[config.mk]
export PLATFORM = sky130hd
export DESIGN_NAME = ringtone_text_note_parser_core
export DESIGN_NICKNAME = d
export VERILOG_FILES = /design/src/design/rtttl_pkg.sv /design/src/design/ringtone_text_note_parser_core.sv /design/src/design/rtttl_div.sv /design/src/design/rtttl_tone.sv /design/src/design/rtttl_parse.sv
export VERILOG_INCLUDE_DIRS = /design/src /design/src/design
export SDC_FILE = /design/constraint.sdc
export NUM_CORES = 1
export LEC_CHECK = 0
export BUFFER_PORTS_ARGS = -buffer_cell sky130_fd_sc_hd__buf_4
export CAP_MARGIN = 0
export CORE_MARGIN = 3
export CORE_UTILIZATION = 55
export CTS_BUF_LIST = sky130_fd_sc_hd__clkbuf_8
export DETAILED_ROUTE_END_ITERATION = 8
export HOLD_SLACK_MARGIN = 0.06
export PLACE_DENSITY_LB_ADDON = 0.15
export SLEW_MARGIN = 15
export SYNTH_ARGS = -nofsm -noshare
export SYNTH_HDL_FRONTEND = slang
export SYNTH_HIERARCHICAL = 1
export SYNTH_SLANG_ARGS = --single-unit
[constraint.sdc]
create_clock -name clk -period 5.3 [get_ports clk]
set_clock_uncertainty 0.1 [all_clocks]
set_input_delay 0.265 -clock clk [delete_from_list [all_inputs] [get_ports clk]]
set_output_delay 0.265 -clock clk [all_outputs]
set_load 0.005 [all_outputs]
[src/design/assert_macros.svh]
// ----------------------------------------------------------------------------
// assert_macros.svh
// shared concurrent assertion macros, sampled on clk and off during reset
// ----------------------------------------------------------------------------
`ifndef ASSERT_MACROS_SVH
`define ASSERT_MACROS_SVH

// consequent must hold in the same cycle as the antecedent
`define ASSERT_SAME(lbl, ante, cons, msg) \
  lbl: assert property (@(posedge clk) disable iff (!rst_n) (ante) |-> (cons)) \
    else $error(msg);

// consequent must hold in the cycle after the antecedent
`define ASSERT_NEXT(lbl, ante, cons, msg) \
  lbl: assert property (@(posedge clk) disable iff (!rst_n) (ante) |=> (cons)) \
    else $error(msg);

`endif

[src/design/rtttl_pkg.sv]
// ----------------------------------------------------------------------------
// rtttl_pkg
// types, character codes, widths and helper functions of the ringtone parser
// ----------------------------------------------------------------------------
package rtttl_pkg;

  // serial divider sizes
  localparam int DIV_NUM_W = 18;
  localparam int DIV_DEN_W = 16;
  localparam int DIV_CNT_W = $clog2(DIV_NUM_W + 1);

  localparam int HZ_W = 20;
  localparam int MS_W = 19;

  // 60 s * 1000 ms * 4 beats per whole note
  localparam logic [DIV_NUM_W-1:0] WHOLE_NOTE_BASE = 18'd240000;
  localparam logic [7:0]           FOLD_CASE       = 8'h20;
  localparam logic [15:0]          ACC_MAX         = 16'hffff;

  localparam logic [15:0] RST_DEF_DURATION = 16'd4;
  localparam logic [3:0]  RST_DEF_OCTAVE   = 4'd6;
  localparam logic [15:0] RST_BPM          = 16'd63;
  localparam logic [3:0]  BASE_OCTAVE      = 4'd4;

  localparam logic [7:0] CH_COLON = 8'h3a;
  localparam logic [7:0] CH_EQ    = 8'h3d;
  localparam logic [7:0] CH_SPACE = 8'h20;
  localparam logic [7:0] CH_COMMA = 8'h2c;
  localparam logic [7:0] CH_SHARP = 8'h23;
  localparam logic [7:0] CH_DOT   = 8'h2e;
  localparam logic [7:0] CH_0     = 8'h30;
  localparam logic [7:0] CH_9     = 8'h39;
  localparam logic [7:0] CH_A     = 8'h61;
  localparam logic [7:0] CH_B     = 8'h62;
  localparam logic [7:0] CH_C     = 8'h63;
  localparam logic [7:0] CH_D     = 8'h64;
  localparam logic [7:0] CH_E     = 8'h65;
  localparam logic [7:0] CH_F     = 8'h66;
  localparam logic [7:0] CH_G     = 8'h67;
  localparam logic [7:0] CH_O     = 8'h6f;

  // outcome of one parse pass over the held character
  typedef struct packed {
    logic emit;       // a note ends here
    logic again;      // same character is parsed once more
    logic wdiv;       // default section closed, whole note length needed
    logic dot_force;  // dot seen after the octave digit ends the note
  } pass_res_t;

  // note as it stands in the parser registers
  typedef struct packed {
    logic [3:0]           index;
    logic [3:0]           octave;
    logic                 rest;
    logic                 dotted;
    logic [DIV_DEN_W-1:0] dur;
    logic [DIV_NUM_W-1:0] whole_ms;
  } note_t;

  function automatic logic is_digit(input logic [7:0] ch);
    return ch inside {[CH_0:CH_9]};
  endfunction

  // acc * 10 + digit, saturating at 16 bits
  function automatic logic [15:0] sat_acc10(input logic [15:0] acc, input logic [7:0] ch);
    logic [19:0] v;
    v = ({4'b0, acc} << 3) + ({4'b0, acc} << 1) + {16'b0, ch[3:0]};
    return (v > {4'b0, ACC_MAX}) ? ACC_MAX : v[15:0];
  endfunction

  // octave 4 pitch table, index taken modulo 12
  function automatic logic [8:0] octave4_hz(input logic [3:0] idx);
    logic [3:0] m;
    logic [8:0] hz;
    m = (idx >= 4'd12) ? idx - 4'd12 : idx;
    case (m)
      4'd0:    hz = 9'd262;
      4'd1:    hz = 9'd277;
      4'd2:    hz = 9'd294;
      4'd3:    hz = 9'd311;
      4'd4:    hz = 9'd330;
      4'd5:    hz = 9'd349;
      4'd6:    hz = 9'd370;
      4'd7:    hz = 9'd392;
      4'd8:    hz = 9'd415;
      4'd9:    hz = 9'd440;
      4'd10:   hz = 9'd466;
      4'd11:   hz = 9'd494;
      default: hz = 9'd0;
    endcase
    return hz;
  endfunction

endpackage

[src/design/ringtone_text_note_parser_core.sv]
// ----------------------------------------------------------------------------
// ringtone_text_note_parser_core
// ringtone text in, one character per transfer; note events out
// ----------------------------------------------------------------------------
//  channel  direction  handshake          payload
//  in_      input      in_valid/in_stall   in_text_char, in_end_of_text
//  out_     output     out_valid/out_stall out_tone_hz, out_note_ms,
//                                          out_is_rest, out_last_of_run
//
// a character that ends no note and closes no section needs no divide; one
// that ends a note or closes the default section runs the serial divider,
// and one that ends a note and cuts off another at the end of text runs it
// twice. octave scaling runs beside the divider and ends first.
// rst_n is synchronous; after it the block takes a character at once.
// in_stall is high while a character is being worked on; a stall on the
// result side holds the last result of a character and the next character.
// ----------------------------------------------------------------------------
module ringtone_text_note_parser_core (
  input  logic                         clk,
  input  logic                         rst_n,
  input  logic                         in_valid,
  output logic                         in_stall,
  input  logic [7:0]                   in_text_char,
  input  logic                         in_end_of_text,
  output logic                         out_valid,
  input  logic                         out_stall,
  output logic [rtttl_pkg::HZ_W-1:0]   out_tone_hz,
  output logic [rtttl_pkg::MS_W-1:0]   out_note_ms,
  output logic                         out_is_rest,
  output logic                         out_last_of_run
);
  import rtttl_pkg::*;

  `include "assert_macros.svh"

  typedef enum logic [6:0] {
    SQ_IDLE = 7'b0000001,
    SQ_PASS = 7'b0000010,
    SQ_WDIV = 7'b0000100,
    SQ_NDIV = 7'b0001000,
    SQ_END  = 7'b0010000,
    SQ_EDIV = 7'b0100000,
    SQ_FIN  = 7'b1000000
  } seq_t;

  seq_t sq_r, sq_nxt;

  logic [7:0]      char_r;
  logic            eot_r;
  logic            again_r;
  logic            emit_dot_r;
  logic            emit_rest_r;
  logic            stage_v_r;
  logic [HZ_W-1:0] stage_hz_r;
  logic [MS_W-1:0] stage_ms_r;
  logic            stage_rest_r;
  logic            out_valid_r;
  logic [HZ_W-1:0] out_hz_r;
  logic [MS_W-1:0] out_ms_r;
  logic            out_rest_r;
  logic            out_last_r;

  logic in_accept;
  logic can_push;
  logic pass_en;
  logic tune_clr;
  logic wn_load;
  logic div_start;
  logic tone_start;
  logic push;
  logic push_last;
  logic stage_set;
  logic note_dot;

  logic [DIV_NUM_W-1:0] div_num;
  logic [DIV_DEN_W-1:0] div_den;
  logic                 div_done;
  logic [DIV_NUM_W-1:0] div_quo;
  logic [HZ_W-1:0]      tone_hz;
  logic                 tone_busy;
  logic [MS_W-1:0]      ms_val;

  pass_res_t            res;
  note_t                note;
  logic [DIV_DEN_W-1:0] bpm;
  logic                 in_note;

  rtttl_parse u_parse (
    .clk      (clk),
    .rst_n    (rst_n),
    .pass_en  (pass_en),
    .ch       (char_r),
    .tune_clr (tune_clr),
    .wn_load  (wn_load),
    .wn_val   (div_quo),
    .res      (res),
    .note     (note),
    .bpm      (bpm),
    .in_note  (in_note)
  );

  rtttl_div u_div (
    .clk   (clk),
    .rst_n (rst_n),
    .start (div_start),
    .num   (div_num),
    .den   (div_den),
    .done  (div_done),
    .quo   (div_quo)
  );

  rtttl_tone u_tone (
    .clk    (clk),
    .rst_n  (rst_n),
    .start  (tone_start),
    .index  (note.index),
    .octave (note.octave),
    .rest   (note.rest),
    .hz     (tone_hz),
    .busy   (tone_busy)
  );

  assign in_stall  = (sq_r != SQ_IDLE) || !rst_n;
  assign in_accept = in_valid && !in_stall;
  assign can_push  = !out_valid_r || !out_stall;

  // dotted length is q * 3 / 2, i.e. q + q / 2
  assign ms_val = emit_dot_r ? ({1'b0, div_quo} + {2'b0, div_quo[DIV_NUM_W-1:1]})
                             : {1'b0, div_quo};

  always_comb begin
    sq_nxt     = sq_r;
    pass_en    = 1'b0;
    tune_clr   = 1'b0;
    wn_load    = 1'b0;
    div_start  = 1'b0;
    tone_start = 1'b0;
    div_num    = note.whole_ms;
    div_den    = note.dur;
    push       = 1'b0;
    push_last  = 1'b0;
    stage_set  = 1'b0;
    note_dot   = note.dotted;

    case (sq_r)
      SQ_IDLE: begin
        if (in_accept) sq_nxt = SQ_PASS;
      end
      SQ_PASS: begin
        pass_en = 1'b1;
        if (res.wdiv) begin
          div_start = 1'b1;
          div_num   = WHOLE_NOTE_BASE;
          div_den   = bpm;
          sq_nxt    = SQ_WDIV;
        end else if (res.emit) begin
          div_start  = 1'b1;
          tone_start = 1'b1;
          note_dot   = note.dotted | res.dot_force;
          sq_nxt     = SQ_NDIV;
        end else if (!res.again) begin
          sq_nxt = SQ_END;
        end
      end
      SQ_WDIV: begin
        if (div_done) begin
          wn_load = 1'b1;
          sq_nxt  = SQ_END;
        end
      end
      SQ_NDIV: begin
        if (div_done) begin
          stage_set = 1'b1;
          sq_nxt    = again_r ? SQ_PASS : SQ_END;
        end
      end
      SQ_END: begin
        if (eot_r && in_note) begin
          // the note cut off by the end of text; an earlier result goes first
          if (!stage_v_r || can_push) begin
            push       = stage_v_r;
            div_start  = 1'b1;
            tone_start = 1'b1;
            tune_clr   = 1'b1;
            sq_nxt     = SQ_EDIV;
          end
        end else begin
          tune_clr = eot_r;
          sq_nxt   = SQ_FIN;
        end
      end
      SQ_EDIV: begin
        if (div_done) begin
          stage_set = 1'b1;
          sq_nxt    = SQ_FIN;
        end
      end
      SQ_FIN: begin
        if (!stage_v_r) begin
          sq_nxt = SQ_IDLE;
        end else if (can_push) begin
          push      = 1'b1;
          push_last = 1'b1;
          sq_nxt    = SQ_IDLE;
        end
      end
      default: begin
        sq_nxt = SQ_IDLE;
      end
    endcase
  end

  always_ff @(posedge clk) begin
    if (!rst_n) begin
      sq_r        <= SQ_IDLE;
      stage_v_r   <= 1'b0;
      out_valid_r <= 1'b0;
      again_r     <= 1'b0;
    end else begin
      sq_r <= sq_nxt;
      if (pass_en && res.emit) again_r <= res.again;
      if (stage_set) stage_v_r <= 1'b1;
      else if (push) stage_v_r <= 1'b0;
      if (push) out_valid_r <= 1'b1;
      else if (!out_stall) out_valid_r <= 1'b0;
    end
  end

  always_ff @(posedge clk) begin
    if (in_accept) begin
      char_r <= in_text_char;
      eot_r  <= in_end_of_text;
    end
    if (tone_start) begin
      emit_dot_r  <= note_dot;
      emit_rest_r <= note.rest;
    end
    if (stage_set) begin
      stage_hz_r   <= tone_hz;
      stage_ms_r   <= ms_val;
      stage_rest_r <= emit_rest_r;
    end
    if (push) begin
      out_hz_r   <= stage_hz_r;
      out_ms_r   <= stage_ms_r;
      out_rest_r <= stage_rest_r;
      out_last_r <= push_last;
    end
  end

  assign out_valid       = out_valid_r;
  assign out_tone_hz     = out_hz_r;
  assign out_note_ms     = out_ms_r;
  assign out_is_rest     = out_rest_r;
  assign out_last_of_run = out_last_r;

  // a note ending inside the passes never finds the stage occupied
  `ASSERT_SAME(a_stage_free, (sq_r == SQ_PASS) && res.emit, !stage_v_r, "stage busy at note end")
  // octave scaling must be finished when the length is ready
  `ASSERT_SAME(a_tone_done, div_done && ((sq_r == SQ_NDIV) || (sq_r == SQ_EDIV)), !tone_busy,
    "tone not ready at divide done")
  // an accepted character is parsed in the next cycle
  `ASSERT_NEXT(a_accept_pass, in_accept, sq_r == SQ_PASS, "accepted character not parsed")

endmodule

[src/design/rtttl_div.sv]
// ----------------------------------------------------------------------------
// rtttl_div
// restoring divider, one quotient bit per cycle, zero divisor gives zero
// ----------------------------------------------------------------------------
module rtttl_div (
  input  logic                           clk,
  input  logic                           rst_n,
  input  logic                           start,
  input  logic [rtttl_pkg::DIV_NUM_W-1:0] num,
  input  logic [rtttl_pkg::DIV_DEN_W-1:0] den,
  output logic                           done,
  output logic [rtttl_pkg::DIV_NUM_W-1:0] quo
);
  import rtttl_pkg::*;

  logic [DIV_DEN_W-1:0] rem_r;
  logic [DIV_NUM_W-1:0] q_r;
  logic [DIV_DEN_W-1:0] den_r;
  logic [DIV_CNT_W-1:0] cnt_r;
  logic                 busy_r;
  logic                 done_r;
  logic                 zero_r;

  logic [DIV_DEN_W:0]   sh;
  logic [DIV_DEN_W+1:0] diff;
  logic                 ge;

  // next dividend bit shifts out of the quotient register into the remainder
  assign sh   = {rem_r, q_r[DIV_NUM_W-1]};
  assign diff = {1'b0, sh} - {2'b0, den_r};
  assign ge   = !diff[DIV_DEN_W+1];

  always_ff @(posedge clk) begin
    if (!rst_n) begin
      busy_r <= 1'b0;
      done_r <= 1'b0;
      cnt_r  <= '0;
    end else begin
      done_r <= 1'b0;
      if (start) begin
        busy_r <= 1'b1;
        cnt_r  <= DIV_CNT_W'(DIV_NUM_W);
      end else if (busy_r) begin
        cnt_r <= cnt_r - 1'b1;
        if (cnt_r == DIV_CNT_W'(1)) begin
          busy_r <= 1'b0;
          done_r <= 1'b1;
        end
      end
    end
  end

  always_ff @(posedge clk) begin
    if (start) begin
      rem_r  <= '0;
      q_r    <= num;
      den_r  <= den;
      zero_r <= (den == '0);
    end else if (busy_r) begin
      rem_r <= ge ? diff[DIV_DEN_W-1:0] : sh[DIV_DEN_W-1:0];
      q_r   <= {q_r[DIV_NUM_W-2:0], ge};
    end
  end

  assign done = done_r;
  assign quo  = zero_r ? '0 : q_r;

endmodule

[src/design/rtttl_tone.sv]
// ----------------------------------------------------------------------------
// rtttl_tone
// pitch lookup and octave scaling, one doubling or halving per cycle
// ----------------------------------------------------------------------------
module rtttl_tone (
  input  logic                      clk,
  input  logic                      rst_n,
  input  logic                      start,
  input  logic [3:0]                index,
  input  logic [3:0]                octave,
  input  logic                      rest,
  output logic [rtttl_pkg::HZ_W-1:0] hz,
  output logic                      busy
);
  import rtttl_pkg::*;

  logic [HZ_W-1:0] hz_r;
  logic [3:0]      cnt_r;
  logic            left_r;

  always_ff @(posedge clk) begin
    if (!rst_n) begin
      cnt_r <= '0;
    end else if (start) begin
      cnt_r <= (octave > BASE_OCTAVE) ? octave - BASE_OCTAVE : BASE_OCTAVE - octave;
    end else if (cnt_r != '0) begin
      cnt_r <= cnt_r - 1'b1;
    end
  end

  // rests still count the steps, the zero just shifts around
  always_ff @(posedge clk) begin
    if (start) begin
      hz_r   <= rest ? '0 : {{(HZ_W-9){1'b0}}, octave4_hz(index)};
      left_r <= (octave > BASE_OCTAVE);
    end else if (cnt_r != '0) begin
      hz_r <= left_r ? {hz_r[HZ_W-2:0], 1'b0} : {1'b0, hz_r[HZ_W-1:1]};
    end
  end

  assign hz   = hz_r;
  assign busy = (cnt_r != '0);

endmodule

[src/design/rtttl_parse.sv]
// ----------------------------------------------------------------------------
// rtttl_parse
// text parser state: one pass over the held character per enabled cycle
// ----------------------------------------------------------------------------
module rtttl_parse (
  input  logic                            clk,
  input  logic                            rst_n,
  input  logic                            pass_en,
  input  logic [7:0]                      ch,
  input  logic                            tune_clr,
  input  logic                            wn_load,
  input  logic [rtttl_pkg::DIV_NUM_W-1:0] wn_val,
  output rtttl_pkg::pass_res_t            res,
  output rtttl_pkg::note_t                note,
  output logic [rtttl_pkg::DIV_DEN_W-1:0] bpm,
  output logic                            in_note
);
  import rtttl_pkg::*;

  typedef enum logic [9:0] {
    PH_NAME     = 10'b0000000001,
    PH_DEF_TOP  = 10'b0000000010,
    PH_DEF_KEY  = 10'b0000000100,
    PH_DEF_NUM  = 10'b0000001000,
    PH_NOTE_TOP = 10'b0000010000,
    PH_NOTE_DUR = 10'b0000100000,
    PH_LETTER   = 10'b0001000000,
    PH_SHARP    = 10'b0010000000,
    PH_DOT      = 10'b0100000000,
    PH_OCTAVE   = 10'b1000000000
  } phase_t;

  typedef enum logic [1:0] {
    KEY_NONE = 2'd0,
    KEY_D    = 2'd1,
    KEY_O    = 2'd2,
    KEY_B    = 2'd3
  } key_t;

  phase_t               phase_r, phase_nxt;
  key_t                 key_r, key_nxt;
  logic [15:0]          acc_r, acc_nxt;
  logic [15:0]          dd_r, dd_nxt;
  logic [3:0]           do_r, do_nxt;
  logic [15:0]          bpm_r, bpm_nxt;
  logic [DIV_NUM_W-1:0] wn_r;
  logic [15:0]          nd_r, nd_nxt;
  logic [3:0]           idx_r, idx_nxt;
  logic                 rest_r, rest_nxt;
  logic                 dot_r, dot_nxt;
  logic [3:0]           oct_r, oct_nxt;

  logic [7:0]  lc;
  logic        store_en;
  logic [15:0] store_v;
  logic        letter_en;
  logic        dig;

  assign lc  = ch | FOLD_CASE;
  assign dig = is_digit(ch);

  always_comb begin
    phase_nxt = phase_r;
    key_nxt   = key_r;
    acc_nxt   = acc_r;
    dd_nxt    = dd_r;
    do_nxt    = do_r;
    bpm_nxt   = bpm_r;
    nd_nxt    = nd_r;
    idx_nxt   = idx_r;
    rest_nxt  = rest_r;
    dot_nxt   = dot_r;
    oct_nxt   = oct_r;
    res       = '0;
    store_en  = 1'b0;
    store_v   = acc_r;
    letter_en = 1'b0;

    case (phase_r)
      PH_NAME: begin
        if (ch == CH_COLON) phase_nxt = PH_DEF_TOP;
      end
      PH_DEF_TOP: begin
        if (ch == CH_COLON) begin
          res.wdiv  = 1'b1;
          phase_nxt = PH_NOTE_TOP;
        end else if (ch == CH_D) begin
          key_nxt   = KEY_D;
          phase_nxt = PH_DEF_KEY;
        end else if (ch == CH_O) begin
          key_nxt   = KEY_O;
          phase_nxt = PH_DEF_KEY;
        end else if (ch == CH_B) begin
          key_nxt   = KEY_B;
          phase_nxt = PH_DEF_KEY;
        end
      end
      PH_DEF_KEY: begin
        if (ch == CH_EQ) begin
          // an empty number already stores zero
          acc_nxt   = '0;
          store_en  = 1'b1;
          store_v   = '0;
          phase_nxt = PH_DEF_NUM;
        end else begin
          key_nxt   = KEY_NONE;
          phase_nxt = PH_DEF_TOP;
          res.again = 1'b1;
        end
      end
      PH_DEF_NUM: begin
        if (dig) begin
          acc_nxt  = sat_acc10(acc_r, ch);
          store_en = 1'b1;
          store_v  = acc_nxt;
        end else begin
          key_nxt   = KEY_NONE;
          phase_nxt = PH_DEF_TOP;
          res.again = 1'b1;
        end
      end
      PH_NOTE_TOP: begin
        if (ch == CH_SPACE || ch == CH_COMMA) begin
          phase_nxt = PH_NOTE_TOP;
        end else if (dig) begin
          nd_nxt    = {12'b0, ch[3:0]};
          phase_nxt = PH_NOTE_DUR;
        end else begin
          nd_nxt    = '0;
          letter_en = 1'b1;
        end
      end
      PH_NOTE_DUR: begin
        if (dig) nd_nxt = sat_acc10(nd_r, ch);
        else letter_en = 1'b1;
      end
      PH_LETTER, PH_SHARP: begin
        if (ch == CH_SHARP && phase_r == PH_LETTER) begin
          if (!rest_r) idx_nxt = idx_r + 1'b1;
          phase_nxt = PH_SHARP;
        end else if (ch == CH_DOT) begin
          dot_nxt   = 1'b1;
          phase_nxt = PH_DOT;
        end else if (dig) begin
          oct_nxt   = ch[3:0];
          phase_nxt = PH_OCTAVE;
        end else begin
          res.emit  = 1'b1;
          res.again = 1'b1;
          phase_nxt = PH_NOTE_TOP;
        end
      end
      PH_DOT: begin
        if (dig) begin
          oct_nxt   = ch[3:0];
          phase_nxt = PH_OCTAVE;
        end else begin
          // a second dot closes the note and is used up
          res.emit  = 1'b1;
          res.again = (ch != CH_DOT);
          phase_nxt = PH_NOTE_TOP;
        end
      end
      PH_OCTAVE: begin
        res.emit  = 1'b1;
        phase_nxt = PH_NOTE_TOP;
        if (ch == CH_DOT) begin
          dot_nxt       = 1'b1;
          res.dot_force = 1'b1;
        end else begin
          res.again = 1'b1;
        end
      end
      default: begin
        phase_nxt = PH_NAME;
      end
    endcase

    if (letter_en) begin
      rest_nxt = 1'b0;
      case (lc)
        CH_C:    idx_nxt = 4'd0;
        CH_D:    idx_nxt = 4'd2;
        CH_E:    idx_nxt = 4'd4;
        CH_F:    idx_nxt = 4'd5;
        CH_G:    idx_nxt = 4'd7;
        CH_A:    idx_nxt = 4'd9;
        CH_B:    idx_nxt = 4'd11;
        default: begin
          idx_nxt  = 4'd0;
          rest_nxt = 1'b1;
        end
      endcase
      dot_nxt   = 1'b0;
      oct_nxt   = do_r;
      phase_nxt = PH_LETTER;
    end

    if (store_en) begin
      case (key_r)
        KEY_D:   dd_nxt = store_v;
        KEY_O:   do_nxt = (store_v > 16'd15) ? 4'd15 : store_v[3:0];
        KEY_B:   bpm_nxt = store_v;
        default: dd_nxt = dd_r;
      endcase
    end
  end

  always_ff @(posedge clk) begin
    if (!rst_n || tune_clr) begin
      phase_r <= PH_NAME;
      key_r   <= KEY_NONE;
      acc_r   <= '0;
      dd_r    <= RST_DEF_DURATION;
      do_r    <= RST_DEF_OCTAVE;
      bpm_r   <= RST_BPM;
      wn_r    <= '0;
      nd_r    <= '0;
      idx_r   <= '0;
      rest_r  <= 1'b0;
      dot_r   <= 1'b0;
      oct_r   <= RST_DEF_OCTAVE;
    end else begin
      if (pass_en) begin
        phase_r <= phase_nxt;
        key_r   <= key_nxt;
        acc_r   <= acc_nxt;
        dd_r    <= dd_nxt;
        do_r    <= do_nxt;
        bpm_r   <= bpm_nxt;
        nd_r    <= nd_nxt;
        idx_r   <= idx_nxt;
        rest_r  <= rest_nxt;
        dot_r   <= dot_nxt;
        oct_r   <= oct_nxt;
      end
      if (wn_load) wn_r <= wn_val;
    end
  end

  assign note.index    = idx_r;
  assign note.octave   = oct_r;
  assign note.rest     = rest_r;
  assign note.dotted   = dot_r;
  assign note.dur      = (nd_r != '0) ? nd_r : dd_r;
  assign note.whole_ms = wn_r;

  assign bpm     = bpm_r;
  assign in_note = (phase_r == PH_LETTER) || (phase_r == PH_SHARP) ||
                   (phase_r == PH_DOT) || (phase_r == PH_OCTAVE);

endmodule

==> impl_metrics.csv <==
group,metric,value,unit
outcome,outcome,"finished clean",
clocking,cts_htree_levels,2,
die,die_y,184,µm
clocking,clock-sinks,293,
die,initial_core_util,56.4,%
routing,vias_per_cell,6.11,
pwr,p_clk_share,36.6,%
setup_path,crit_buf_inv,2,
pwr,ir_drop,192,µV
global_routing,grt_pass1_vias,13328,
logic_synthesis,yosys_warnings,6,
routing,avgRoutedWirePerCell,18.2,µm
pwr,p_switching,1.35,mW
timing,tightestPinTransition,1130,ps
timing,drv_slew,0,
timing,min_period_over_period,81.4,%
global_routing,track_usage,23.9,%
global_routing,gr-total-overflow,0,
timing,hold_viol,0,
pwr,power_frac_seq,52.2,%
global_routing,grt_start_max_net_pins,53,
setup_path,path_class,"flop to flop",
timing,setup_tns,0,ps
worst_hold_path,hold_path_depth,5,
routing,drc,0,
die,fp.dieArea,34000,µm²
die,chipWidth,184,µm
die,core,31000,µm²
logic_synthesis,yosysUniqueCellTypes,114,
setup_path,startpoint_type,"flop",
routing,ant_nets,0,
clocking,clock_path_buffers,3,
global_routing,antenna_found_initial,0,
die,pin_count,56,
setup_path,worstRegToRegCells,13,
clocking,cts_buffers,47,
pwr,p_per_area,270,nW/µm²
logic_synthesis,synth_area,17500,µm²
logic_synthesis,syn-num-nets,1914,
pwr,comb_power_share,11.2,%
routing,drt_iter0_markers,1102,
setup_path,end_kind,"flop",
clocking,cts_tree,"built",
setup_path,reg2reg_from,"char_r[2]",
pwr,power.internal,3.82,mW
finish,fin_nets,1964,
routing,finalWirelength,41.2,mm
clocking,cts_root_buf,"clkbuf_8",
routing,first_pass_iters,7,
placed_design,place.gp.congestion,0.896,
setup_path,critPathMaxStageDelay,430,ps
finish,area_growth,9.58,%
setup_path,worst_path_max_delay_cell,"fa_1",
worst_hold_path,holdPathEnd,"sq_r[0]",
pwr,switching_share,26.2,%
timing,relSlewSlack,25.0,%
logic_synthesis,synth-edff-count,148,
setup_path,cp.required,5640,ps
clocking,clock_latency,570,ps
timing,fmax,232,MHz
finish,antenna_cells,0,
die,rows,64,
setup_path,worstPathCellList,"buf_4 -> ha_1 -> ha_1 -> fa_1 -> a211o_1 -> a21boi_2 -> nor4_1 -> or3_1 -> a22oi_2 -> nand3_1 -> buf_4 -> or2_1 -> a32o_1",
clocking,path_clk_slew,60,ps
timing,final.setup.worst_slack,988,ps
logic_synthesis,ys_seq_area_share,42.0,%
worst_hold_path,min_from,"in_valid",
timing,setup_violations,0,
placed_design,pre_cts_ws,1080,ps
placed_design,portBuffers,55,
setup_path,critical_path.top_delay_family,"simple AND/OR/NAND/NOR gates",
logic_synthesis,syn_inst,1784,
placed_design,dpl.hpwl,30.1,mm
logic_synthesis,synth-seq-cells,293,
setup_path,cp_max_fo,14,
pwr,leakagePower,7.59,nW
job,maxCapViolCount,0,
timing,period_needed,4310,ps
setup_path,reg2reg_slack,990,ps
setup_path,r2r_end,"u_parse/dd_r[14]",
logic_synthesis,synthArstFlopShare,0,%
logic_synthesis,syn_avg_cell_area,9.80,µm²
setup_path,crit_arrival,4650,ps
timing,rsz0062_at_grt,"no",
finish,drive_above_1_share,12.4,%
logic_synthesis,synth_ff_type,"edfxtp_1",
routing,num_vias,13853,
worst_hold_path,hp-class,"primary input to flop",
global_routing,grt_pass1_wl,67.3,mm
==> cell type report <==
type	instances	area, µm²
tap	396	495
multi-input combinational	1342	9500
clock buffer	52	716
fill	2576	11800
inverter	69	259
timing repair buffer	81	636
sequential	293	7350
clock inverter	35	206
==> how the worst max path moves through the flow <==
stage / from / end / slack [ps] / cells past startpoint
after detailed placement: char_r[3] / u_parse/nd_r[7] / 1080 / 12
after floorplan: u_parse/phase_r[1] / u_div/q_r[10] / 970 / 12
final: char_r[2] / u_parse/dd_r[14] / 990 / 13
after CTS: char_r[3] / u_parse/nd_r[7] / 1020 / 12
after global placement: char_r[3] / u_parse/nd_r[7] / 1130 / 12
after global routing: char_r[3] / u_parse/nd_r[6] / 670 / 12
==> per-layer routing <==
layer	track usage [%]	share of wire (%)	up-vias
li1	-	-	6793
met1	33.7	46	6593
met2	38.7	46	375
met5	0	0	-
met4	7.20	2.6	0
met3	3.36	4.6	92
==> layout by cell type (no fill, tap or decap), types with 8 or more instances in the layout <==
cell           netlist  routed
buf_4                4      70
dfxtp_1            145     145
and2_1              22      22
clkbuf_8             0      52
a2111oi_0            8       8
mux2_2              37      37
and3_1              16      16
nand3_1             39      39
nor2b_1             42      42
nor3_1              41      40
nor2_1             167     167
a311oi_1             8       8
a21o_1              33      33
xor2_1              18      18
o211ai_1            18      18
xnor2_1             33      33
mux2i_1             53      53
nand2_1            128     128
o21ai_0             75      73
nor4_1              20      20
nor3b_1              8       8
o2111ai_1            9       9
dlygate4sd3_1        0      11
edfxtp_1           148     148
nand4_1             23      23
o21a_1              20      20
nand2b_1            29      28
a211oi_1            40      40
ha_1               111     111
a22oi_1             19      19
a31oi_1              8       8
o22ai_1             10      10
o21ai_1             34      34
inv_1               68      86
a21oi_1             86      86
==> tightest hold or removal path, stage by stage <==
cell	delay [ps]
buf_4	110
a21oi_1	120
or3b_2	130
nand4b_1	90
nand2_1	70
==> cells in the mapped netlist, types with 7 or more instances <==
cell type  instances  share of area (%)
nand4_1           23               0.82
a311oi_1           8               0.40
inv_1             68                1.5
nor3_1            41                1.2
buf_2             19               0.54
and4_1             7               0.35
clkbuf_1          43               0.92
nor4_1            20               0.72
a31oi_1            8               0.29
a21oi_1           86                2.5
mux2i_1           53                3.0
and3_1            16               0.57
and2_1            22               0.79
o2111ai_1          9               0.45
dfxtp_1          145                 17
o22ai_1           10               0.36
mux2_2            37                2.4
nand2b_1          29                1.0
nor2b_1           42                1.5
xor2_1            18               0.90
xnor2_1           33                1.7
a2111oi_0          8               0.40
ha_1             111                7.9
buf_6             10               0.64
a22oi_1           19               0.82
nand3_1           39                1.1
a211o_1            7               0.35
o21ai_1           34               0.97
o21ai_0           75                2.1
edfxtp_1         148                 25
o21a_1            20               0.86
o31ai_1            7               0.30
a21o_1            33                1.4
nor3b_1            8               0.34
a211oi_1          40                1.7
or3_1              7               0.25
nor2_1           167                3.6
o211ai_1          18               0.77
nand2_1          128                2.7
==> flip-flops by register name (all words and copies together) (netlist names), 5 cells and up <==
signal           cells
u_tone/hz           20
u_div/den_r         16
u_parse/dd_r        16
u_parse/acc_r       16
u_div/rem_r         16
u_parse/nd_r        16
stage_ms_r          19
sq_r                 7
char_r               8
out_tone_hz         20
u_div/cnt_r          5
u_parse/wn_r        18
u_parse/phase_r     10
out_note_ms         19
stage_hz_r          20
u_div/q_r           18
u_parse/bpm         16
==> power by group through the flow <==
stage               clock (mW)  sequential [mW]  combinational (mW)
floorplan                    0             2.68               0.464
global placement             0             2.73               0.551
detailed placement           0             2.74               0.564
CTS                       1.94             2.69               0.575
global route              2.03             2.72               0.645
finish                    1.89             2.70               0.579
==> stage by stage <==
stage          utilization [%]  hold slack, ps  power (mW)  area (µm²)  instances
2_1_floorplan                -             227        3.15       17500       1784
3_3_place_gp              58.5             300        3.28       18100       2170
3_5_place_dp              58.5             305        3.30       18100       2170
4_1_cts                   61.8             130        5.21       19200       2268
5_1_grt                   61.8             185        5.39       19200       2268
6_report                  61.8             165        5.17       19200       2268
==> repair_timing <==
action / in CTS / in global routing
buffers inserted: 0 / 0
hold buffers: 11 / 0
hold endpoints to repair: 26 / 0
gates resized for setup: 0 / 0
==> logic make-up (layout without fill, tap and decap cells) <==
logic type	Yosys count	after routing	synth area share, %
xor gates and xnor gates	51	51	2.55
AOI/OAI and AO/OA	468	468	18.8
DFF	293	293	42.0
buffers and inverters	149	237	3.85
adders and majority gates	117	117	8.63
muxes	96	96	5.80
and+or+nand+nor	610	610	18.4
Note: power is estimated with default switching activity, not from simulation.
